`src/hw/rtl/cdpf_pkg.sv`:
```
// Package with shared constants and types for the contour distance peak finder.
`timescale 1ns / 1ps

package cdpf_pkg;

  localparam int COORD_BITS_DEF = 12;
  localparam int MAX_PEAKS_DEF  = 6;

  localparam int CENTER_W    = 12;
  localparam int FRAME_H_W   = 13;
  localparam int OUT_XY_W    = 12;
  localparam int DIST_OUT_W  = 25;
  localparam int COUNT_OUT_W = 3;
  localparam int CFG_IDX_W   = 2;
  localparam int CFG_DATA_W  = 13;

  localparam int BOTTOM_MARGIN = 10;

  localparam logic [FRAME_H_W-1:0] FRAME_H_RESET = 13'd480;

  localparam logic [CFG_IDX_W-1:0] CFG_CENTER_X     = 2'd0;
  localparam logic [CFG_IDX_W-1:0] CFG_CENTER_Y     = 2'd1;
  localparam logic [CFG_IDX_W-1:0] CFG_FRAME_HEIGHT = 2'd2;

  typedef struct packed {
    logic [CENTER_W-1:0]  center_x;
    logic [CENTER_W-1:0]  center_y;
    logic [FRAME_H_W-1:0] frame_height;
  } cdpf_cfg_t;

  typedef struct packed {
    logic valid;
    logic first;
  } cdpf_ctrl_t;

endpackage

```
`src/hw/rtl/cdpf_ifs.sv`:
```
// Channel interfaces for points, peak results and register writes.
`timescale 1ns / 1ps

interface cdpf_in_if #(
  parameter int COORD_BITS = cdpf_pkg::COORD_BITS_DEF
);
  logic                  valid;
  logic                  ready;
  logic [COORD_BITS-1:0] point_x;
  logic [COORD_BITS-1:0] point_y;
  logic                  first_point;

  modport source (output valid, output point_x, output point_y, output first_point,
                  input ready);
  modport sink (input valid, input point_x, input point_y, input first_point,
                output ready);
endinterface

interface cdpf_out_if;
  import cdpf_pkg::*;
  logic                   valid;
  logic                   ready;
  logic                   peak_found;
  logic [OUT_XY_W-1:0]    peak_x;
  logic [OUT_XY_W-1:0]    peak_y;
  logic [DIST_OUT_W-1:0]  peak_distance;
  logic [COUNT_OUT_W-1:0] peak_count;

  modport source (output valid, output peak_found, output peak_x, output peak_y,
                  output peak_distance, output peak_count, input ready);
  modport sink (input valid, input peak_found, input peak_x, input peak_y,
                input peak_distance, input peak_count, output ready);
endinterface

interface cdpf_cfg_if;
  import cdpf_pkg::*;
  logic                  valid;
  logic                  ready;
  logic [CFG_IDX_W-1:0]  index;
  logic [CFG_DATA_W-1:0] data;

  modport source (output valid, output index, output data, input ready);
  modport sink (input valid, input index, input data, output ready);
endinterface

```
`src/hw/rtl/cdpf_dist.sv`:
```
// Distance stage: absolute differences to the center and registered squares.
`timescale 1ns / 1ps

module cdpf_dist #(
  parameter int COORD_BITS = cdpf_pkg::COORD_BITS_DEF
) (
  input  logic                      clk,
  input  logic                      rst_n,
  input  logic                      advance,
  input  logic                      in_valid,
  input  logic [COORD_BITS-1:0]     in_x,
  input  logic [COORD_BITS-1:0]     in_y,
  input  logic                      in_first,
  input  cdpf_pkg::cdpf_cfg_t       cfg,
  output cdpf_pkg::cdpf_ctrl_t      s1_ctrl,
  output logic [COORD_BITS-1:0]     s1_x,
  output logic [COORD_BITS-1:0]     s1_y,
  output logic [2*COORD_BITS-1:0]   s1_sqx,
  output logic [2*COORD_BITS-1:0]   s1_sqy
);
  import cdpf_pkg::*;

  logic [COORD_BITS-1:0]   cx;
  logic [COORD_BITS-1:0]   cy;
  logic [COORD_BITS-1:0]   dx;
  logic [COORD_BITS-1:0]   dy;
  cdpf_ctrl_t              ctrl_r;
  logic [COORD_BITS-1:0]   x_r;
  logic [COORD_BITS-1:0]   y_r;
  logic [2*COORD_BITS-1:0] sqx_r;
  logic [2*COORD_BITS-1:0] sqy_r;

  assign cx = COORD_BITS'(cfg.center_x);
  assign cy = COORD_BITS'(cfg.center_y);
  assign dx = (in_x >= cx) ? (in_x - cx) : (cx - in_x);
  assign dy = (in_y >= cy) ? (in_y - cy) : (cy - in_y);

  always_ff @(posedge clk) begin
    if (!rst_n) begin
      ctrl_r <= '0;
    end else if (advance) begin
      ctrl_r.valid <= in_valid;
      ctrl_r.first <= in_first;
    end
  end

  always_ff @(posedge clk) begin
    if (advance && in_valid) begin
      x_r   <= in_x;
      y_r   <= in_y;
      sqx_r <= dx * dx;
      sqy_r <= dy * dy;
    end
  end

  assign s1_ctrl = ctrl_r;
  assign s1_x    = x_r;
  assign s1_y    = y_r;
  assign s1_sqx  = sqx_r;
  assign s1_sqy  = sqy_r;

endmodule

```
`src/hw/rtl/cdpf_peak.sv`:
```
// Peak stage: local maximum test, running contour state and result register.
`timescale 1ns / 1ps

module cdpf_peak #(
  parameter int COORD_BITS = cdpf_pkg::COORD_BITS_DEF,
  parameter int MAX_PEAKS  = cdpf_pkg::MAX_PEAKS_DEF
) (
  input  logic                                 clk,
  input  logic                                 rst_n,
  input  logic                                 advance,
  input  cdpf_pkg::cdpf_ctrl_t                 s1_ctrl,
  input  logic [COORD_BITS-1:0]                s1_x,
  input  logic [COORD_BITS-1:0]                s1_y,
  input  logic [2*COORD_BITS-1:0]              s1_sqx,
  input  logic [2*COORD_BITS-1:0]              s1_sqy,
  input  cdpf_pkg::cdpf_cfg_t                  cfg,
  output logic                                 out_valid,
  output logic                                 out_found,
  output logic [cdpf_pkg::OUT_XY_W-1:0]        out_x,
  output logic [cdpf_pkg::OUT_XY_W-1:0]        out_y,
  output logic [cdpf_pkg::DIST_OUT_W-1:0]      out_distance,
  output logic [cdpf_pkg::COUNT_OUT_W-1:0]     out_count
);
  import cdpf_pkg::*;

  localparam int DW    = 2 * COORD_BITS + 1;
  localparam int CNT_W = $clog2(MAX_PEAKS + 1);
  localparam int YW    = ((COORD_BITS > FRAME_H_W) ? COORD_BITS : FRAME_H_W) + 1;

  logic [DW-1:0]          last_r;
  logic [DW-1:0]          older_r;
  logic [COORD_BITS-1:0]  prev_x_r;
  logic [COORD_BITS-1:0]  prev_y_r;
  logic [CNT_W-1:0]       cnt_r;

  logic [DW-1:0]          last_e;
  logic [DW-1:0]          older_e;
  logic [COORD_BITS-1:0]  prev_x_e;
  logic [COORD_BITS-1:0]  prev_y_e;
  logic [CNT_W-1:0]       cnt_e;
  logic [DW-1:0]          cur_dist;
  logic                   active;
  logic                   margin_ok;
  logic                   peak;
  logic [CNT_W-1:0]       cnt_nxt;
  logic                   step;

  logic                   valid_r;
  logic                   found_r;
  logic [OUT_XY_W-1:0]    x_r;
  logic [OUT_XY_W-1:0]    y_r;
  logic [DIST_OUT_W-1:0]  dist_r;
  logic [COUNT_OUT_W-1:0] count_r;

  // A first point sees the running state as cleared.
  assign last_e   = s1_ctrl.first ? '0 : last_r;
  assign older_e  = s1_ctrl.first ? '0 : older_r;
  assign prev_x_e = s1_ctrl.first ? '0 : prev_x_r;
  assign prev_y_e = s1_ctrl.first ? '0 : prev_y_r;
  assign cnt_e    = s1_ctrl.first ? '0 : cnt_r;

  assign cur_dist  = DW'(s1_sqx) + DW'(s1_sqy);
  assign active    = (cnt_e < CNT_W'(MAX_PEAKS));
  assign margin_ok = ((YW'(prev_y_e) + YW'(BOTTOM_MARGIN)) < YW'(cfg.frame_height));
  assign peak      = active && (cur_dist < last_e) && (last_e > older_e) &&
                     (prev_x_e != '0) && margin_ok;
  assign cnt_nxt   = cnt_e + CNT_W'(peak);
  assign step      = advance && s1_ctrl.valid;

  always_ff @(posedge clk) begin
    if (!rst_n) begin
      last_r   <= '0;
      older_r  <= '0;
      prev_x_r <= '0;
      prev_y_r <= '0;
      cnt_r    <= '0;
    end else if (step) begin
      last_r   <= active ? cur_dist : last_e;
      older_r  <= active ? last_e : older_e;
      prev_x_r <= active ? s1_x : prev_x_e;
      prev_y_r <= active ? s1_y : prev_y_e;
      cnt_r    <= cnt_nxt;
    end
  end

  always_ff @(posedge clk) begin
    if (!rst_n) begin
      valid_r <= 1'b0;
    end else if (advance) begin
      valid_r <= s1_ctrl.valid;
    end
  end

  always_ff @(posedge clk) begin
    if (step) begin
      found_r <= peak;
      x_r     <= peak ? OUT_XY_W'(prev_x_e) : '0;
      y_r     <= peak ? OUT_XY_W'(prev_y_e) : '0;
      dist_r  <= peak ? DIST_OUT_W'(cur_dist) : '0;
      count_r <= COUNT_OUT_W'(cnt_nxt);
    end
  end

  assign out_valid    = valid_r;
  assign out_found    = found_r;
  assign out_x        = x_r;
  assign out_y        = y_r;
  assign out_distance = dist_r;
  assign out_count    = count_r;

`ifndef SYNTHESIS
  a_count_bounded: assert property (@(posedge clk) disable iff (!rst_n)
    cnt_r <= CNT_W'(MAX_PEAKS))
    else $error("peak count exceeds the limit");

  a_peak_counts: assert property (@(posedge clk) disable iff (!rst_n)
    (step && peak) |=> (cnt_r == $past(cnt_e) + 1'b1))
    else $error("a found peak did not advance the count");

  a_limit_freezes: assert property (@(posedge clk) disable iff (!rst_n)
    (step && !s1_ctrl.first && (cnt_r == CNT_W'(MAX_PEAKS))) |=>
      ($stable(last_r) && $stable(prev_x_r) && $stable(cnt_r)))
    else $error("state moved after the peak limit was reached");

  a_no_peak_zero: assert property (@(posedge clk) disable iff (!rst_n)
    (valid_r && !found_r) |-> (x_r == '0 && y_r == '0 && dist_r == '0))
    else $error("result without a peak carries nonzero payload");
`endif

endmodule

```
`src/hw/rtl/contour_distance_peak_finder_unit.sv`:
```
// Top level of the contour distance peak finder with its register file.
//
//   channel  direction  transaction
//   in_ch    sink       one contour point (x, y, first point flag)
//   out_ch   source     one peak result per point
//   cfg_ch   sink       one register write (index, data)
//
// A point passes from acceptance to its result through the register for the squares of the
// distance, then through the peak test and the running state update in the result register.
// One point is accepted every cycle while the result side takes results.
// When out_ch stalls with a result held, the whole pipe holds and in_ch.ready drops.
// Reset clears the registers to center 0, 0 and frame height 480 and empties the pipe.
// Register writes are taken in every cycle.
`timescale 1ns / 1ps

module contour_distance_peak_finder_unit #(
  parameter int COORD_BITS = cdpf_pkg::COORD_BITS_DEF,
  parameter int MAX_PEAKS  = cdpf_pkg::MAX_PEAKS_DEF
) (
  input  logic        clk,
  input  logic        rst_n,
  cdpf_in_if.sink     in_ch,
  cdpf_out_if.source  out_ch,
  cdpf_cfg_if.sink    cfg_ch
);
  import cdpf_pkg::*;

  logic [CENTER_W-1:0]     center_x_r;
  logic [CENTER_W-1:0]     center_y_r;
  logic [FRAME_H_W-1:0]    frame_height_r;
  cdpf_cfg_t               cfg;
  logic                    advance;
  cdpf_ctrl_t              s1_ctrl;
  logic [COORD_BITS-1:0]   s1_x;
  logic [COORD_BITS-1:0]   s1_y;
  logic [2*COORD_BITS-1:0] s1_sqx;
  logic [2*COORD_BITS-1:0] s1_sqy;

  assign cfg_ch.ready = 1'b1;

  always_ff @(posedge clk) begin
    if (!rst_n) begin
      center_x_r     <= '0;
      center_y_r     <= '0;
      frame_height_r <= FRAME_H_RESET;
    end else if (cfg_ch.valid) begin
      unique case (cfg_ch.index)
        CFG_CENTER_X:     center_x_r     <= cfg_ch.data[CENTER_W-1:0];
        CFG_CENTER_Y:     center_y_r     <= cfg_ch.data[CENTER_W-1:0];
        CFG_FRAME_HEIGHT: frame_height_r <= cfg_ch.data[FRAME_H_W-1:0];
        default: begin
        end
      endcase
    end
  end

  assign cfg.center_x     = center_x_r;
  assign cfg.center_y     = center_y_r;
  assign cfg.frame_height = frame_height_r;

  assign advance     = !out_ch.valid || out_ch.ready;
  assign in_ch.ready = advance;

  cdpf_dist #(
    .COORD_BITS (COORD_BITS)
  ) u_dist (
    .clk      (clk),
    .rst_n    (rst_n),
    .advance  (advance),
    .in_valid (in_ch.valid),
    .in_x     (in_ch.point_x),
    .in_y     (in_ch.point_y),
    .in_first (in_ch.first_point),
    .cfg      (cfg),
    .s1_ctrl  (s1_ctrl),
    .s1_x     (s1_x),
    .s1_y     (s1_y),
    .s1_sqx   (s1_sqx),
    .s1_sqy   (s1_sqy)
  );

  cdpf_peak #(
    .COORD_BITS (COORD_BITS),
    .MAX_PEAKS  (MAX_PEAKS)
  ) u_peak (
    .clk          (clk),
    .rst_n        (rst_n),
    .advance      (advance),
    .s1_ctrl      (s1_ctrl),
    .s1_x         (s1_x),
    .s1_y         (s1_y),
    .s1_sqx       (s1_sqx),
    .s1_sqy       (s1_sqy),
    .cfg          (cfg),
    .out_valid    (out_ch.valid),
    .out_found    (out_ch.peak_found),
    .out_x        (out_ch.peak_x),
    .out_y        (out_ch.peak_y),
    .out_distance (out_ch.peak_distance),
    .out_count    (out_ch.peak_count)
  );

endmodule
```
`src/flat_wrapper.sv`:
```
// flat-port wrapper written by rule: the top's interface ports become plain ports
module contour_distance_peak_finder_unit_flat import cdpf_pkg::*;
#(
  parameter int COORD_BITS = cdpf_pkg::COORD_BITS_DEF,
  parameter int MAX_PEAKS  = cdpf_pkg::MAX_PEAKS_DEF
)
  (clk, rst_n, in_ch_valid, in_ch_point_x, in_ch_point_y, in_ch_first_point, in_ch_ready, out_ch_valid, out_ch_peak_found, out_ch_peak_x, out_ch_peak_y, out_ch_peak_distance, out_ch_peak_count, out_ch_ready, cfg_ch_valid, cfg_ch_index, cfg_ch_data, cfg_ch_ready);
  cdpf_in_if #(.COORD_BITS(COORD_BITS)) in_ch_i ();
  cdpf_out_if out_ch_i ();
  cdpf_cfg_if cfg_ch_i ();
  input  logic clk;
  input  logic rst_n;
  input wire logic [$bits(in_ch_i.valid)-1:0] in_ch_valid;
  input wire logic [$bits(in_ch_i.point_x)-1:0] in_ch_point_x;
  input wire logic [$bits(in_ch_i.point_y)-1:0] in_ch_point_y;
  input wire logic [$bits(in_ch_i.first_point)-1:0] in_ch_first_point;
  output wire logic [$bits(in_ch_i.ready)-1:0] in_ch_ready;
  output wire logic [$bits(out_ch_i.valid)-1:0] out_ch_valid;
  output wire logic [$bits(out_ch_i.peak_found)-1:0] out_ch_peak_found;
  output wire logic [$bits(out_ch_i.peak_x)-1:0] out_ch_peak_x;
  output wire logic [$bits(out_ch_i.peak_y)-1:0] out_ch_peak_y;
  output wire logic [$bits(out_ch_i.peak_distance)-1:0] out_ch_peak_distance;
  output wire logic [$bits(out_ch_i.peak_count)-1:0] out_ch_peak_count;
  input wire logic [$bits(out_ch_i.ready)-1:0] out_ch_ready;
  input wire logic [$bits(cfg_ch_i.valid)-1:0] cfg_ch_valid;
  input wire logic [$bits(cfg_ch_i.index)-1:0] cfg_ch_index;
  input wire logic [$bits(cfg_ch_i.data)-1:0] cfg_ch_data;
  output wire logic [$bits(cfg_ch_i.ready)-1:0] cfg_ch_ready;
  assign in_ch_i.valid = in_ch_valid;
  assign in_ch_i.point_x = in_ch_point_x;
  assign in_ch_i.point_y = in_ch_point_y;
  assign in_ch_i.first_point = in_ch_first_point;
  assign in_ch_ready = in_ch_i.ready;
  assign out_ch_valid = out_ch_i.valid;
  assign out_ch_peak_found = out_ch_i.peak_found;
  assign out_ch_peak_x = out_ch_i.peak_x;
  assign out_ch_peak_y = out_ch_i.peak_y;
  assign out_ch_peak_distance = out_ch_i.peak_distance;
  assign out_ch_peak_count = out_ch_i.peak_count;
  assign out_ch_i.ready = out_ch_ready;
  assign cfg_ch_i.valid = cfg_ch_valid;
  assign cfg_ch_i.index = cfg_ch_index;
  assign cfg_ch_i.data = cfg_ch_data;
  assign cfg_ch_ready = cfg_ch_i.ready;
  contour_distance_peak_finder_unit #(.COORD_BITS(COORD_BITS), .MAX_PEAKS(MAX_PEAKS)) u_core (.clk(clk), .rst_n(rst_n), .in_ch(in_ch_i), .out_ch(out_ch_i), .cfg_ch(cfg_ch_i));
endmodule
```
`config.mk`:
```
export PLATFORM = sky130hd
export DESIGN_NAME = contour_distance_peak_finder_unit_flat
export DESIGN_NICKNAME = d
export VERILOG_FILES = /design/src/hw/rtl/cdpf_pkg.sv /design/src/hw/rtl/cdpf_ifs.sv /design/src/hw/rtl/cdpf_dist.sv /design/src/hw/rtl/cdpf_peak.sv /design/src/hw/rtl/contour_distance_peak_finder_unit.sv /design/src/flat_wrapper.sv
export SDC_FILE = /design/constraint.sdc
export NUM_CORES = 1
export LEC_CHECK = 0
export ABC_AREA = 0
export BUFFER_PORTS_ARGS = -buffer_cell sky130_fd_sc_hd__buf_2
export CORE_UTILIZATION = 40
export DETAILED_ROUTE_END_ITERATION = 8
export GPL_TIMING_DRIVEN = 1
export HOLD_SLACK_MARGIN = 0.1
export SETUP_SLACK_MARGIN = 0.3
export SYNTH_ARGS = -nofsm -noshare
export SYNTH_HDL_FRONTEND = slang
export SYNTH_SLANG_ARGS = --single-unit
```
`constraint.sdc`:
```
create_clock -name clk -period 11.35 [get_ports clk]
set_input_delay 0.5675 -clock clk [delete_from_list [all_inputs] [get_ports clk]]
set_output_delay 0.5675 -clock clk [all_outputs]
set_load 0.005 [all_outputs]
```
==> flow_summary.ini, run 1 <==
[sta]
post-route-period-util = 0.7861
fmax_ghz = 0.1121
min_period_ns = 8.922
finClkSkew_ns = 0.01078
worstMarginPinSlew_ns = 1.150
rsz0062_at_grt = no
hold_violations = 0
totalNegativeSetupSlack_ns = 0
setup_viol = 0
relSlewSlack = 0.2279
final_max_slew_viol_count = 0

[detailed_routing]
first_iter_violations = 831
routed_via_density = 5.097
vias = 15724
wirelength_mm = 52.10
post-route-drc-count = 0
drtAntennaViolNets = 0
dr.pass1.iters = 6
wl_per_cell_um = 16.89

[final_layout]
area_growth_syn_to_layout_pct = 10.09
multi_input_area_um2 = 13210
final_common_cell = inv_1
nets = 2838
antennaDiodeCount = 0
fill_cells = 5067
drive_above_1_share = 0.08607
regArea_um2 = 6037
layout_common_cells = inv_1 (372), ha_1 (245), nor2_1 (206)

[global_routing]
grt.busiest_layer = met2
grt_pass1_wl_mm = 84.70
grt_overflow = 0
first_global_vias = 15974
grt_use_total = 0.2005
grt_antenna_before_repair = 0
grt_util_met2 = 0.3342
grt_max_degree = 76
grtUsageMet1 = 0.2779
use_met3 = 0.01779

[worst_setup_path]
start_kind = flip-flop
path_max_fanout = 15
path_buf_inv = 8
critical-path-max-stage-delay_ns = 0.53
cp_data_arrival_time_ns = 9.22
cpLargestDelayFamily = adder cells
cp_slowest_cell = fa_1
worst_ep_required_time_ns = 11.65
crit_path_end_kind = flip-flop
worst-setup-path-type = flip-flop to flip-flop

[hold_path]
hold_class = input pin to flip-flop

[synthesis]
ys_warn_count = 0
synth.distinct_cells = 74
netlist_area_um2 = 20970
avgSynthCellArea_um2 = 9.080
yosysSeqAreaShare = 0.2878
async_reset_ff_frac = 0
syn_inst = 2310
ys_seq_elements = 240
synthesis.nets = 2765
synth_edf_count = 123
synthFlopType = edfxtp_1

[floorplanning]
io_pins = 101
die_w_um = 231.0
die_h_um = 231.0
rows = 83
coreArea_um2 = 51510
dieArea_um2 = 53350
initial_core_util = 0.4072

[clocking]
path_clk_slew_ns = 0.06
clock-sinks = 240
cts_buffers = 28
cts_max_level = 1
clock_path_buffers = 3
cts-hold-fix-buffers = 0
ctsResizeCount = 0
cts_setup_buffers = 0
clk_latency_ns = 0.55
cts_tree = yes
root_buffer = clkbuf_16

[flow_run]
maxCapViolations = 0

[placement]
place_congestion = 0.8716
hpwl_mm = 40.98
io_buffers = 99

[status]
status = completed
[per-stage QoR]
step                std cells  hold WS [ns]  setup WS [ns]    util  cell area [um^2]
floorplan                2310        0.4307          3.347       -             20970
detailed placement       3033        0.4467          2.050  0.4308             22190
CTS                      3085        0.1981          2.414  0.4483             23090
global placement         3033        0.4391          2.246  0.4308             22190
global route             3085        0.2069          1.902  0.4483             23090
finish                   3085        0.2254          2.428  0.4483             23090
[cells in the mapped netlist (all sizes together) (26+ instances only)]
cell / number / area (um^2)
a21o: 50 / 375.4
a21oi: 173 / 880.9
and2: 44 / 275.3
clkbuf: 59 / 221.5
dfxtp: 117 / 2342
edfxtp: 123 / 3694
fa: 165 / 3303
ha: 245 / 3065
inv: 377 / 1415
mux2i: 26 / 260.3
nand2: 201 / 754.5
nand2b: 80 / 500.5
nand3: 30 / 150.1
nor2: 206 / 773.2
o21ai: 62 / 310.3
xnor2: 55 / 481.7
xor2: 29 / 261.5
[logic make-up (layout without fill, tap and decap cells)]
| group | count (synthesis) | after routing | share of synthesized area |
|---|---|---|---|
| DFF | 240 | 240 | 0.2878 |
| muxes | 34 | 34 | 0.01670 |
| other | 1 | 1 | 0.0001788 |
| and+or+nand+nor | 695 | 695 | 0.1584 |
| AOI/OAI and AO/OA | 389 | 389 | 0.1147 |
| buffers and inverters | 457 | 552 | 0.08322 |
| adders and majority gates | 410 | 410 | 0.3036 |
| xor gates and xnor gates | 84 | 84 | 0.03544 |
[sequential cells by signal, indices dropped and copies added (netlist names), 13 cells and up]
| signal | count |
|---|---|
| u_core.u_dist.s1_sqy | 23 |
| u_core.u_dist.s1_sqx | 23 |
| u_core.frame_height_r | 13 |
| u_core.u_peak.out_distance | 25 |
| u_core.u_peak.older_r | 25 |
| u_core.u_peak.last_r | 25 |
[worst paths after layout]
path / from / end / slack, ns / cells past startpoint
setup / recovery: u_core.center_x_r[0] / u_core.u_dist.s1_sqx[22] / 2.43 / 34
hold / removal: in_ch_point_x[0] / u_core.u_dist.s1_x[0] / 0.23 / 1
setup reg to reg: u_core.center_x_r[0] / u_core.u_dist.s1_sqx[22] / 2.43 / 34
hold reg to reg: u_core.u_peak.older_r[8] / u_core.u_peak.older_r[8] / 0.45 / 2
[cell type report]
class / instances / share of cell area
inverter: 377 / 0.06129
clock inverter: 14 / 0.005527
tap: 680 / 0.03685
clock buffer: 38 / 0.03333
multi-input combinational: 1613 / 0.5723
timing repair buffer: 123 / 0.02926
sequential: 240 / 0.2615
[metal layers]
| metal | part of all wire | wire length (um) | up-vias |
|---|---|---|---|
| met5 | 0 | 0 | - |
| met4 | 0.024 | 1267 | 0 |
| met3 | 0.038 | 1963 | 52 |
| met2 | 0.47 | 24460 | 319 |
| met1 | 0.47 | 24400 | 7628 |
| li1 | - | - | 7725 |
Power of run 1 is not shown: default switching activity piles up to over one toggle a cycle in this logic, so the estimate is an artifact.
==> run 2, diff against run 1 <==
--- a/config.mk
+++ b/config.mk
@@ -5,7 +5,7 @@
 export SDC_FILE = /design/constraint.sdc
 export NUM_CORES = 1
 export LEC_CHECK = 0
-export ABC_AREA = 0
+export ABC_AREA = 1
 export BUFFER_PORTS_ARGS = -buffer_cell sky130_fd_sc_hd__buf_2
 export CORE_UTILIZATION = 40
 export DETAILED_ROUTE_END_ITERATION = 8
==> constraint.sdc (replaced) <==
create_clock -name clk -period 7.52 [get_ports clk]
set_input_delay 0.376 -clock clk [delete_from_list [all_inputs] [get_ports clk]]
set_output_delay 0.376 -clock clk [all_outputs]
set_load 0.005 [all_outputs]
==> flow_summary.ini, run 2 <==
[status]
status = completed

[synthesis]
synth_top_area_share = 0.1684
ys_seq_elements = 240
ys_top_cells_by_area = edfxtp_1 (17%), fa_1 (15%), ha_1 (14%)
synth_top_family_by_area = adder cells
async_reset_ff_frac = 0
ys_warn_count = 0
synth-simple-area-share = 0.1722
synthFlopType = edfxtp_1
netlist_area_um2 = 21930
synth.distinct_cells = 52
synth-compound-area-share = 0.1114
synth_most_common_cell = inv_1
synth-xor-area-share = 0.03680
synthTopCellsByCount = inv_1 (545), nand2_1 (417), nor2_1 (316)
synthMuxAreaShare = 0
yosysSeqAreaShare = 0.2752
synth_fa_ha_area_frac = 0.2904
syn_inst = 2734
yosysTopAreaCell = edfxtp_1
synth_edf_count = 123
synthesis.nets = 3189
avgSynthCellArea_um2 = 8.022

[placement]
place_congestion = 0.9130
hpwl_mm = 47.10
dpl.cell_count = 3476
io_buffers = 99

[worst_setup_path]
cpLargestDelayFamily = adder cells
worst_ep_required_time_ns = 7.82
crit_path_end_kind = flip-flop
cp_common_cell = nand2_1
path_buf_inv = 9
path_max_fanout = 13
worst-setup-path-type = input pin to flip-flop
cp_slowest_cell = fa_1
cp_data_arrival_time_ns = 7.20
critical-path-max-stage-delay_ns = 0.58
start_kind = input pin

[flow_run]
maxCapViolations = 0

[final_layout]
finalNonFillerCells = 3556
fill_cells = 5412
area_growth_syn_to_layout_pct = 11.11
final_common_cell = inv_1
drive_above_1_share = 0.09409
final_core_util = 0.4511
layout_common_cells = inv_1 (541), nand2_1 (414), nor2_1 (312)
nets = 3293

[clocking]
cts_tree = yes
clock-sinks = 240
clk_latency_ns = 0.57
cts_max_level = 1
root_buffer = clkbuf_16
cts_buffers = 27
path_clk_slew_ns = 0.06
clock_path_buffers = 3

[detailed_routing]
vias = 18008
routed_via_density = 5.064
dr.pass1.iters = 5
drtAntennaViolNets = 0
first_iter_violations = 1374
post-route-drc-count = 0
wirelength_mm = 58.31
wl_per_cell_um = 16.40

[sta]
rsz0062_at_grt = yes
worstMarginPinSlew_ns = 1.148
totalNegativeSetupSlack_ns = 0
whs_ns = 0.1194
final_max_slew_viol_count = 0
setup_viol = 0
finClkSkew_ns = 0.01448
min_period_ns = 6.899
post-route-period-util = 0.9174
hold_violations = 0
relSlewSlack = 0.2346
fmax_ghz = 0.1449

[floorplanning]
coreArea_um2 = 54030
io_pins = 101
initial_core_util = 0.4060
die_h_um = 236.2
dieArea_um2 = 55770
rows = 85
die_w_um = 236.2

[global_routing]
grt_max_degree = 90
grt_use_total = 0.2093
grt_overflow = 0
first_global_vias = 17491
grt_antenna_before_repair = 1
grt_pass1_wl_mm = 93.25

[hold_path]
hold_class = input pin to flip-flop
## run 2: timing repair
action | in CTS | in global routing
hold endpoints to repair | 23 | 0
endpoints found under the setup margin | 0 | 18
hold buffers | 23 | 0
buffers inserted | 0 | 6
gates resized for setup | 0 | 30
## run 2: stage by stage
step | cell area, um^2 | setup slack, ns
5_1_grt | 24370 | 0.2587
3_5_place_dp | 23080 | 0.2446
6_report | 24370 | 0.6210
3_3_place_gp | 23080 | 0.3627
4_1_cts | 24230 | 0.3548
2_1_floorplan | 21930 | 1.143
## run 2: cells by family after synthesis
kind of cell,after synthesis
other,1
DFF,240
xor gates and xnor gates,90
buffers and inverters,636
AOI/OAI and AO/OA,451
adders and majority gates,410
and+or+nand+nor,906
## run 2: area by class of cell
type | count | area, um^2 | area share
tap | 696 | 870.8 | 0.03573
sequential | 240 | 6036 | 0.2477
timing repair buffer | 146 | 918.4 | 0.03769
inverter | 565 | 2133 | 0.08754
antenna | 1 | 2.502 | 0.0001027
clock inverter | 20 | 236.5 | 0.009704
multi-input combinational | 1858 | 13490 | 0.5534
clock buffer | 30 | 686.9 | 0.02819
## run 2: worst register-to-register path, delay by kind of cell, from the launching register on
| kind | cells | cell delay, ns |
|---|---|---|
| simple gates | 14 | 1.31 |
| flops | 1 | 0.33 |
| xor+xnor | 1 | 0.15 |
| fa+ha+maj | 8 | 3.59 |
| compound gates | 3 | 0.38 |
| buf+inv | 10 | 0.79 |
## run 2: path summary, 6_finish.rpt
| path | to | depth (start not counted) | slack, ns | from |
|---|---|---|---|---|
| max reg2reg | u_core.u_dist.s1_sqx[21] | 36 | 0.69 | u_core.center_x_r[0] |
| max | u_core.u_dist.s1_sqx[20] | 31 | 0.62 | in_ch_point_x[8] |
| min | u_core.u_dist.s1_x[1] | 1 | 0.12 | in_ch_point_x[1] |
| min reg2reg | u_core.u_peak.cnt_r[0] | 2 | 0.45 | u_core.u_peak.cnt_r[0] |
## run 2: metal layers
metal	part of all wire	vias up	wire [um]	global-route usage
met5	0	-	0	0
met4	0.022	0	1302	0.04900
met3	0.045	52	2599	0.01849
met2	0.47	448	27450	0.3485
met1	0.46	8680	26960	0.2936
li1	-	8828	-	-
Power of run 2 is left out for the same reason.
==> run 3, diff against run 2 <==
--- a/config.mk
+++ b/config.mk
@@ -5,12 +5,12 @@
 export SDC_FILE = /design/constraint.sdc
 export NUM_CORES = 1
 export LEC_CHECK = 0
-export ABC_AREA = 1
 export BUFFER_PORTS_ARGS = -buffer_cell sky130_fd_sc_hd__buf_2
-export CORE_UTILIZATION = 40
+export CORE_UTILIZATION = 55
 export DETAILED_ROUTE_END_ITERATION = 8
 export GPL_TIMING_DRIVEN = 1
 export HOLD_SLACK_MARGIN = 0.1
+export PLACE_DENSITY = 0.75
 export SETUP_SLACK_MARGIN = 0.3
 export SYNTH_ARGS = -nofsm -noshare
 export SYNTH_HDL_FRONTEND = slang
==> flow_summary.ini, run 3 (synthesized netlist as in run 1, its figures left out) <==
[worst_setup_path]
start_kind = flip-flop
critical-path-max-stage-delay_ns = 0.53
cp_common_cell = inv_2
crit_path_end_kind = flip-flop
path_max_fanout = 3
worst_ep_required_time_ns = 7.81
cp_data_arrival_time_ns = 7.75
worst-setup-path-type = flip-flop to flip-flop
cp_slowest_cell = fa_2

[detailed_routing]
wl_per_cell_um = 17.24
drtAntennaViolNets = 0
dr.pass1.iters = 9
vias = 16865
wirelength_mm = 53.84
post-route-drc-count = 4
routed_via_density = 5.400
first_iter_violations = 1079

[placement]
hpwl_mm = 41.42
io_buffers = 99
place_congestion = 0.9002
dpl.cell_count = 3018

[final_layout]
antennaDiodeCount = 0
fill_cells = 3015
layout_common_cells = inv_1 (354), ha_1 (233), buf_4 (206)
finalNonFillerCells = 3123
area_growth_syn_to_layout_pct = 19.50
nets = 3046
drive_above_1_share = 0.1864
final_common_cell = inv_1

[global_routing]
grt_pass1_wl_mm = 87.29
grt_antenna_before_repair = 0
grt_max_degree = 83
first_global_vias = 17013
grt_overflow = 0
grt_use_total = 0.2833

[floorplanning]
coreArea_um2 = 37580
io_pins = 101
initial_core_util = 0.5582
dieArea_um2 = 38920
rows = 71
die_w_um = 197.3
die_h_um = 197.3

[clocking]
clock_path_buffers = 3
cts_max_level = 1
clk_latency_ns = 0.56
clock-sinks = 240
cts_buffers = 27
cts_tree = yes
path_clk_slew_ns = 0.06
root_buffer = clkbuf_16

[sta]
fmax_ghz = 0.1340
setup_viol = 0
relSlewSlack = 0.3023
totalNegativeSetupSlack_ns = 0
worstMarginPinSlew_ns = 1.046
rsz0062_at_grt = yes
final_max_slew_viol_count = 0
min_period_ns = 7.460
hold_violations = 0
post-route-period-util = 0.9921
finClkSkew_ns = 0.02729

[status]
violations = DRC
status = complete, but fails checks

[hold_path]
hold_class = input pin to flip-flop

[flow_run]
maxCapViolations = 0
-- run 3: area by class of cell --
class,instances,area [um^2],area share
multi-input cells,1613,13690,0.5462
flip-flops and latches,240,6041,0.2410
repair buffers,332,2325,0.09276
inverters,377,1428,0.05696
clock buffers,41,853.3,0.03405
well taps,511,639.4,0.02551
clock inverters,9,87.58,0.003495
-- run 3: worst paths after layout --
check | cells past startpoint | end | slack [ns] | startpoint
max reg2reg | 34 | u_core.u_dist.s1_sqx[23] | 0.06 | u_core.center_x_r[0]
min | 2 | u_core.u_dist.s1_y[0] | 0.14 | in_ch_point_y[0]
min reg2reg | 2 | u_core.u_peak.older_r[4] | 0.46 | u_core.u_peak.older_r[4]
max | 34 | u_core.u_dist.s1_sqx[23] | 0.06 | u_core.center_x_r[0]
-- run 3: timing repair --
action | 4_1_cts | 5_1_grt
setup endpoints to repair | 18 | 22
hold buffers | 22 | 0
cloned | 0 | 0
endpoints found under the hold margin | 22 | 0
buffers inserted | 22 | 11
resized for setup | 34 | 77
pin swaps | 41 | 41
-- run 3: stage by stage --
| step | utilization | area [um^2] | hold WS (ns) | setup slack [ns] |
|---|---|---|---|---|
| 3_5_place_dp | 0.6179 | 23220 | 0.4486 | -0.4873 |
| 4_1_cts | 0.6566 | 24670 | 0.1132 | -0.006763 |
| 3_3_place_gp | 0.6179 | 23220 | 0.4389 | -0.3113 |
| 5_1_grt | 0.6670 | 25060 | 0.1345 | -0.2821 |
| 2_1_floorplan | - | 21060 | 0.4307 | 0.03955 |
| 6_report | 0.6670 | 25060 | 0.1400 | 0.05968 |
-- run 3: per-layer routing --
metal,vias up,routed length [um],global-route usage
met5,-,0,0
met3,79,2430,0.02646
met2,407,26490,0.4884
met1,8252,23540,0.3838
met4,0,1382,0.06804
li1,8127,-,-
-- run 3: worst max-delay path, delay by kind of cell (launching register included) --
kind,cells,cell delay [ns]
adder cells (fa/ha/maj),8,3.12
AND/OR/NAND/NOR,4,0.56
buffers and inverters,8,0.46
multiplexers,1,0.26
AO/OA/AOI/OAI,11,2.02
XOR/XNOR,2,0.38
flip-flops,1,0.35
Power of run 3 is left out for the same reason.
